$ cat src/hw/rtl/nfe_pkg.sv
// Package for the NFLOG to Ethernet rewriter: beat and descriptor types,
// parser phases, register indexes and the Ethernet header byte table.
// No dependencies.
package nfe_pkg;

  localparam int unsigned MacW    = 48;
  localparam int unsigned CfgIdxW = 2;

  // Configuration register indexes
  localparam logic [CfgIdxW-1:0] CfgSrcMac = 2'd0;
  localparam logic [CfgIdxW-1:0] CfgDstMac = 2'd1;
  localparam logic [CfgIdxW-1:0] CfgBypass = 2'd2;

  localparam logic [MacW-1:0] SrcMacRst = 48'h1111_1111_1111;
  localparam logic [MacW-1:0] DstMacRst = 48'h2222_2222_2222;

  localparam logic [15:0] PayloadType = 16'h0009;
  localparam logic [15:0] MinTlvLen   = 16'd4;
  localparam logic [16:0] TlvHdrLen   = 17'd4;
  localparam logic [16:0] AlignAdd    = 17'd3;
  localparam logic [16:0] AlignMask   = 17'h1_FFFC;

  localparam logic [7:0]  FamIpv4  = 8'd2;
  localparam logic [7:0]  FamIpv6  = 8'd10;
  localparam logic [15:0] EthIpv4  = 16'h0800;
  localparam logic [15:0] EthIpv6  = 16'h86DD;

  localparam logic [3:0]  HdrLastCnt = 4'd13;

  typedef enum logic [2:0] {
    PH_HDR  = 3'd0,
    PH_TLV  = 3'd1,
    PH_SKIP = 3'd2,
    PH_PASS = 3'd3,
    PH_DROP = 3'd4
  } phase_e;

  typedef enum logic [1:0] {
    KIND_BYTE = 2'd0,
    KIND_ERR  = 2'd1,
    KIND_HDR  = 2'd2
  } kind_e;

  typedef struct packed {
    logic [7:0] in_byte;
    logic       in_last;
  } in_beat_t;

  typedef struct packed {
    logic [7:0] out_byte;
    logic       out_last;
    logic       malformed;
  } out_beat_t;

  // One pending result: a plain byte, an error beat or a full header
  typedef struct packed {
    kind_e      kind;
    logic [7:0] data;
    logic       last;
    logic [7:0] family;
  } desc_t;

  typedef struct packed {
    logic  valid;
    desc_t desc;
  } desc_bus_t;

  function automatic logic [7:0] eth_hdr_byte(input logic [3:0]      cnt,
                                              input logic [MacW-1:0] dst,
                                              input logic [MacW-1:0] src,
                                              input logic [7:0]      fam);
    logic [15:0] etype;
    logic [7:0]  res;
    if (fam == FamIpv4) begin
      etype = EthIpv4;
    end else if (fam == FamIpv6) begin
      etype = EthIpv6;
    end else begin
      etype = {8'h00, fam};
    end
    case (cnt)
      4'd0:    res = dst[47:40];
      4'd1:    res = dst[39:32];
      4'd2:    res = dst[31:24];
      4'd3:    res = dst[23:16];
      4'd4:    res = dst[15:8];
      4'd5:    res = dst[7:0];
      4'd6:    res = src[47:40];
      4'd7:    res = src[39:32];
      4'd8:    res = src[31:24];
      4'd9:    res = src[23:16];
      4'd10:   res = src[15:8];
      4'd11:   res = src[7:0];
      4'd12:   res = etype[15:8];
      4'd13:   res = etype[7:0];
      default: res = 8'h00;
    endcase
    return res;
  endfunction

endpackage

$ cat src/hw/rtl/nfe_stream_if.sv
// Valid/ready stream interface carrying one payload beat.
// Payload type is set per instance; used with types from nfe_pkg.
interface nfe_stream_if #(
  parameter type payload_t = logic
);
  logic     valid;
  logic     ready;
  payload_t data;

  modport source (output valid, output data, input ready);
  modport sink   (input valid, input data, output ready);
endinterface

$ cat src/hw/rtl/nfe_emitter.sv
// Output sequencer: turns descriptors into beats, expanding a header
// descriptor into 14 Ethernet header bytes. Depends on nfe_pkg.
module nfe_emitter (
  input  logic                          clk_i,
  input  logic                          rst_ni,
  input  nfe_pkg::desc_bus_t            desc_i,
  output logic                          desc_take_o,
  input  logic [nfe_pkg::MacW-1:0]      dst_mac_i,
  input  logic [nfe_pkg::MacW-1:0]      src_mac_i,
  nfe_stream_if.source                  out_o
);
  import nfe_pkg::*;

  logic       out_valid_q, out_valid_d;
  out_beat_t  out_q, out_d;
  logic       busy_q, busy_d;
  logic [3:0] cnt_q, cnt_d;
  logic [7:0] fam_q, fam_d;
  logic       hlast_q, hlast_d;
  logic       load;

  assign load = !out_valid_q || out_o.ready;

  always_comb begin
    out_valid_d = out_valid_q;
    out_d       = out_q;
    busy_d      = busy_q;
    cnt_d       = cnt_q;
    fam_d       = fam_q;
    hlast_d     = hlast_q;
    desc_take_o = 1'b0;
    if (load) begin
      if (busy_q) begin
        out_valid_d     = 1'b1;
        out_d.out_byte  = eth_hdr_byte(cnt_q, dst_mac_i, src_mac_i, fam_q);
        out_d.out_last  = hlast_q && (cnt_q == HdrLastCnt);
        out_d.malformed = 1'b0;
        cnt_d           = cnt_q + 4'd1;
        if (cnt_q == HdrLastCnt) busy_d = 1'b0;
      end else if (desc_i.valid) begin
        desc_take_o     = 1'b1;
        out_valid_d     = 1'b1;
        out_d.out_byte  = desc_i.desc.data;
        out_d.out_last  = desc_i.desc.last;
        out_d.malformed = 1'b0;
        case (desc_i.desc.kind)
          KIND_ERR: begin
            out_d.out_byte  = 8'h00;
            out_d.out_last  = 1'b1;
            out_d.malformed = 1'b1;
          end
          KIND_HDR: begin
            out_d.out_byte = eth_hdr_byte(4'd0, dst_mac_i, src_mac_i,
                                          desc_i.desc.family);
            out_d.out_last = 1'b0;
            busy_d         = 1'b1;
            cnt_d          = 4'd1;
            fam_d          = desc_i.desc.family;
            hlast_d        = desc_i.desc.last;
          end
          default: ;
        endcase
      end else begin
        out_valid_d = 1'b0;
      end
    end
  end

  always_ff @(posedge clk_i or negedge rst_ni) begin
    if (!rst_ni) begin
      out_valid_q <= 1'b0;
      busy_q      <= 1'b0;
      cnt_q       <= 4'd0;
    end else begin
      out_valid_q <= out_valid_d;
      busy_q      <= busy_d;
      cnt_q       <= cnt_d;
    end
  end

  always_ff @(posedge clk_i) begin
    out_q   <= out_d;
    fam_q   <= fam_d;
    hlast_q <= hlast_d;
  end

  assign out_o.valid = out_valid_q;
  assign out_o.data  = out_q;

`ifndef SYNTHESIS
  a_busy_has_beat: assert property (@(posedge clk_i) disable iff (!rst_ni)
    busy_q |-> out_valid_q && cnt_q != 4'd0 && cnt_q <= HdrLastCnt)
    else $error("header sequencer busy without a beat in flight");

  a_hdr_ends: assert property (@(posedge clk_i) disable iff (!rst_ni)
    busy_q && load && cnt_q == HdrLastCnt |=> !busy_q && !out_q.malformed)
    else $error("header sequencer overran its 14 bytes");

  a_no_take_busy: assert property (@(posedge clk_i) disable iff (!rst_ni)
    busy_q |-> !desc_take_o)
    else $error("descriptor taken in the middle of a header");
`endif

endmodule

$ cat src/flat_wrapper.sv
// flat-port wrapper written by rule: the top's interface ports become plain ports
module nfe_emitter_flat import nfe_pkg::*;
  (clk_i, rst_ni, desc_i, desc_take_o, dst_mac_i, src_mac_i, out_o_valid, out_o_data, out_o_ready);
  nfe_stream_if out_o_i ();
  input  logic clk_i;
  input  logic rst_ni;
  input  nfe_pkg::desc_bus_t desc_i;
  output logic desc_take_o;
  input  logic [nfe_pkg::MacW-1:0] dst_mac_i;
  input  logic [nfe_pkg::MacW-1:0] src_mac_i;
  output wire logic [$bits(out_o_i.valid)-1:0] out_o_valid;
  output wire logic [$bits(out_o_i.data)-1:0] out_o_data;
  input wire logic [$bits(out_o_i.ready)-1:0] out_o_ready;
  assign out_o_valid = out_o_i.valid;
  assign out_o_data = out_o_i.data;
  assign out_o_i.ready = out_o_ready;
  nfe_emitter u_core (.clk_i(clk_i), .rst_ni(rst_ni), .desc_i(desc_i), .desc_take_o(desc_take_o), .dst_mac_i(dst_mac_i), .src_mac_i(src_mac_i), .out_o(out_o_i));
endmodule
$ cat config.mk
export PLATFORM = sky130hd
export DESIGN_NAME = nfe_emitter_flat
export DESIGN_NICKNAME = d
export VERILOG_FILES = /design/src/hw/rtl/nfe_pkg.sv /design/src/hw/rtl/nfe_stream_if.sv /design/src/hw/rtl/nfe_emitter.sv /design/src/flat_wrapper.sv
export SDC_FILE = /design/constraint.sdc
export NUM_CORES = 1
export LEC_CHECK = 0
export BUFFER_PORTS_ARGS = -buffer_cell sky130_fd_sc_hd__buf_2
export CAP_MARGIN = 20
export CELL_PAD_IN_SITES_DETAIL_PLACEMENT = 1
export CELL_PAD_IN_SITES_GLOBAL_PLACEMENT = 1
export CORE_MARGIN = 5
export CORE_UTILIZATION = 10
export CTS_BUF_LIST = sky130_fd_sc_hd__clkbuf_16
export DETAILED_ROUTE_END_ITERATION = 10
export PLACE_DENSITY_LB_ADDON = 0.3
export RECOVER_POWER = 100
export SYNTH_ARGS = -nofsm -noshare
export SYNTH_HDL_FRONTEND = slang
export SYNTH_SLANG_ARGS = --single-unit
$ cat constraint.sdc
create_clock -name clk_i -period 3.6 [get_ports clk_i]
set_clock_uncertainty 0.2 [all_clocks]
set_input_delay 0.72 -clock clk_i [delete_from_list [all_inputs] [get_ports clk_i]]
set_output_delay 0.72 -clock clk_i [all_outputs]
set_load 0.02 [all_outputs]
==> summary.txt <==
Status
  • Status: completed

Setup path
  • Worst reg2reg endpoint: u_core.cnt_q[3]$_DFFE_PN0P_
  • CP Data Required Time: 2.68 ns
  • Worst setup EP type: primary output
  • Flop2flop setup slack: 2.17 ns
  • Reg2reg path depth: 3
  • WP data arrival: 1.40 ns
  • Startpoint types: input pin
  • Max Fanout on Critical Path: 6
  • Worst setup path start: out_o_ready
  • R2r startpoint: u_core.out_o.valid$_DFFE_PN0P_
  • Critical Path End: desc_take_o
  • Crit Path Class: in -> out

Global routing
  • All-layer global routing usage: 3.77%
  • Total congestion overflow: 0
  • Number of global-route vias before repair: 301
  • Maximum number of pins on one net before global-route repair: 10
  • First-pass GRT wire length: 1410 um
  • Initial antenna violation count: 0

Timing
  • Max-slew violation total from the final report: 0
  • RSZ-0062 raised after global routing: false
  • Final Critical Period: 2.32 ns
  • Hold WS: 0.161 ns
  • Worst slew pin tran: 0.450 ns
  • FMAX: 431 MHz
  • Final Hold Fails: 0
  • Crit share post-route: 64.5%
  • TNS Setup: 0 ns
  • Headroom to the max-slew limit: 69.7%
  • Setup Viol. Count Final: 0

Cells and area
  • N_diodes: 0
  • Area Overhead vs Synth: 40.2%
  • # nets final: 169
  • Share of layout cells above drive strength 1: 19.1%
  • Fillers: 457

Power and ir drop
  • VDD IR max: 142 uV
  • Clock power frac: 41.3%
  • Pwr dens: 847 mW/mm^2
  • Switching share of total power: 30.3%
  • Gate power share: 25.4%
  • Reg power frac: 33.3%
  • Static Leak: 0.230 nW
  • Net switching power: 0.138 mW
  • Internal power: 0.317 mW

Yosys
  • Post-synthesis instance total: 36
  • Post-Syn Area: 383 um^2
  • Yosys warnings: 0
  • Seq/Total Area, Yosys: 47.1%
  • Synth cell types: 24
  • Yosys reg bits: 7
  • Avg Cell Area, Syn: 10.6 um^2
  • Post-Syn Nets: 157

Floorplanning
  • Die area: 0.00517 mm^2
  • FP Rows: 22
  • Core area: 0.00369 mm^2
  • Ports: 122
  • Initial core utilization: 10.4%
  • Height of the die: 71.9 um
  • Die X: 71.9 um

CTS
  • Clock Pin Slew Worst Setup and Hold Paths: 0.04 ns
  • Sink Count: 7
  • Clock latency at the later pin of the worst-skew pair: 0.23 ns
  • H-tree Lvls: 1
  • CTS tree: done
  • CTS Buffer Depth: 2
  • CTS root buf: clkbuf_16
  • Hold buffers post-CTS: 0
  • CTS resizes: 0
  • Total CTS buffers: 3
  • Setup bufs post-CTS: 0

Route
  • Via density: 3.16
  • 1st-pass router iterations: 2
  • Per-cell routed wire length: 9.19 um
  • Post-route antenna net violation count: 0
  • DRT iter0 DRCs: 2
  • Final WL: 873 um
  • Residual DRC count: 0
  • Routed vias: 300

Place
  • Count of input and output buffers: 8
  • GP Congestion: 0.747
  • Final HPWL DP: 676 um

Run
  • Total of max-cap violations: 0

Min path
  • HP Class: in -> async
-- Yosys cell counts --
| library cell | n | share of area [%] |
|---|---|---|
| a21oi_1 | 1 | 1.3 |
| a211o_1 | 1 | 2.3 |
| nand3_1 | 1 | 1.3 |
| nand2b_2 | 1 | 2.3 |
| nand2_1 | 2 | 2.0 |
| and3_1 | 2 | 3.3 |
| nand2b_4 | 1 | 3.6 |
| o21ai_2 | 1 | 2.3 |
| and2b_1 | 1 | 2.0 |
| nor3b_1 | 1 | 2.0 |
| a31oi_1 | 1 | 1.6 |
| and3_2 | 1 | 2.0 |
| dfrtp_1 | 6 | 39 |
| buf_4 | 1 | 2.0 |
| edfxtp_1 | 1 | 7.8 |
| or2b_1 | 1 | 2.0 |
| ha_1 | 2 | 6.5 |
| o2bb2ai_1 | 1 | 2.3 |
| nor2_1 | 2 | 2.0 |
| inv_1 | 2 | 2.0 |
| a22o_2 | 1 | 2.6 |
| nor4_1 | 1 | 1.6 |
| o21ai_0 | 3 | 3.9 |
| and3b_1 | 1 | 2.3 |
-- final cells by class --
class / instances / area, um^2 / area share (%)
Clock inverter: 1 / 3.75 / 0.699
Multi-Input combinational cell: 26 / 176 / 32.9
Tap cell: 48 / 60.1 / 11.2
Inverter: 2 / 7.51 / 1.40
Clock buffer: 3 / 75.1 / 14.0
Sequential cell: 7 / 180 / 33.6
Timing Repair Buffer: 8 / 33.8 / 6.29
-- logic make-up (layout without fill, tap and decap cells) --
family | count (synthesis) | count (layout) | share of synthesized area, %
AOI/OAI and AO/OA | 9 | 9 | 16.3
adders and majority gates | 2 | 2 | 6.53
buffers and inverters | 3 | 14 | 3.92
DFF | 7 | 7 | 47.1
and+or+nand+nor | 15 | 15 | 26.1
-- critical path, cell delays in order --
cell	delay (ns)
buf_2	0.10
nand2b_1	0.21
and3_1	0.21
clkbuf_1	0.16
-- metal layers --
layer / GRT usage, % / share of wire (%) / wire, um / vias up
li1: - / - / - / 152
met1: 4.50 / 46 / 402 / 141
met2: 4.80 / 46 / 399 / 5
met3: 2.95 / 6.2 / 54 / 2
met4: 1.88 / 1.9 / 17 / 0
met5: 0 / 0 / 0 / -
-- worst min-delay path by stage --
stage,start,end,depth (start not counted)
2_1_floorplan,rst_ni,u_core.busy_q$_DFFE_PN0P_,0
3_3_place_gp,u_core.cnt_q[3]$_DFFE_PN0P_,u_core.cnt_q[3]$_DFFE_PN0P_,1
3_5_place_dp,u_core.cnt_q[3]$_DFFE_PN0P_,u_core.cnt_q[3]$_DFFE_PN0P_,1
4_1_cts,rst_ni,u_core.cnt_q[2]$_DFFE_PN0P_,1
5_1_grt,rst_ni,u_core.cnt_q[2]$_DFFE_PN0P_,1
6_report,rst_ni,u_core.cnt_q[2]$_DFFE_PN0P_,1
-- power groups by stage --
stage               sequential [mW]  combinational [mW]  clock (mW)
floorplan                     0.141               0.105           0
global placement              0.154               0.120           0
detailed placement            0.154               0.124           0
CTS                           0.154               0.125       0.193
global route                  0.159               0.130       0.197
finish                        0.152               0.115       0.188
-- cell usage in the layout (no fill, tap or decap) --
cell type  Yosys  routed
nand2_1        2       2
dfrtp_1        6       6
nand3_1        1       1
clkbuf_1       0       5
buf_2          0       3
and3b_1        1       1
or2b_1         1       1
o2bb2ai_1      1       1
ha_1           2       2
a22o_2         1       1
and3_2         1       1
edfxtp_1       1       1
nor3b_1        1       1
nor2_1         2       2
nand2b_1       0       1
o21ai_0        3       4
clkbuf_16      0       3
inv_1          2       3
a31oi_1        1       1
and2b_1        1       1
nand2b_2       1       1
nor4_1         1       1
a21oi_1        1       1
a211o_1        1       1
and3_1         2       2
-- through the flow --
step | power [mW] | setup slack (ns) | cell area, um^2 | instances | util (%)
finish | 0.455 | 1.28 | 537 | 95 | 14.6
global route | 0.486 | 1.20 | 537 | 95 | 14.6
CTS | 0.471 | 1.37 | 554 | 95 | 15.0
detailed placement | 0.278 | 1.37 | 475 | 91 | 12.9
global placement | 0.274 | 1.37 | 475 | 91 | 12.9
floorplan | 0.246 | 1.57 | 383 | 36 | -
-- registers in the layout (all words and copies together), names as in the netlist --
signal              count
u_core.out_o.data       1
u_core.out_o.valid      1
u_core.cnt_q            4
u_core.busy_q           1
(Power assumes the default switching activity.)
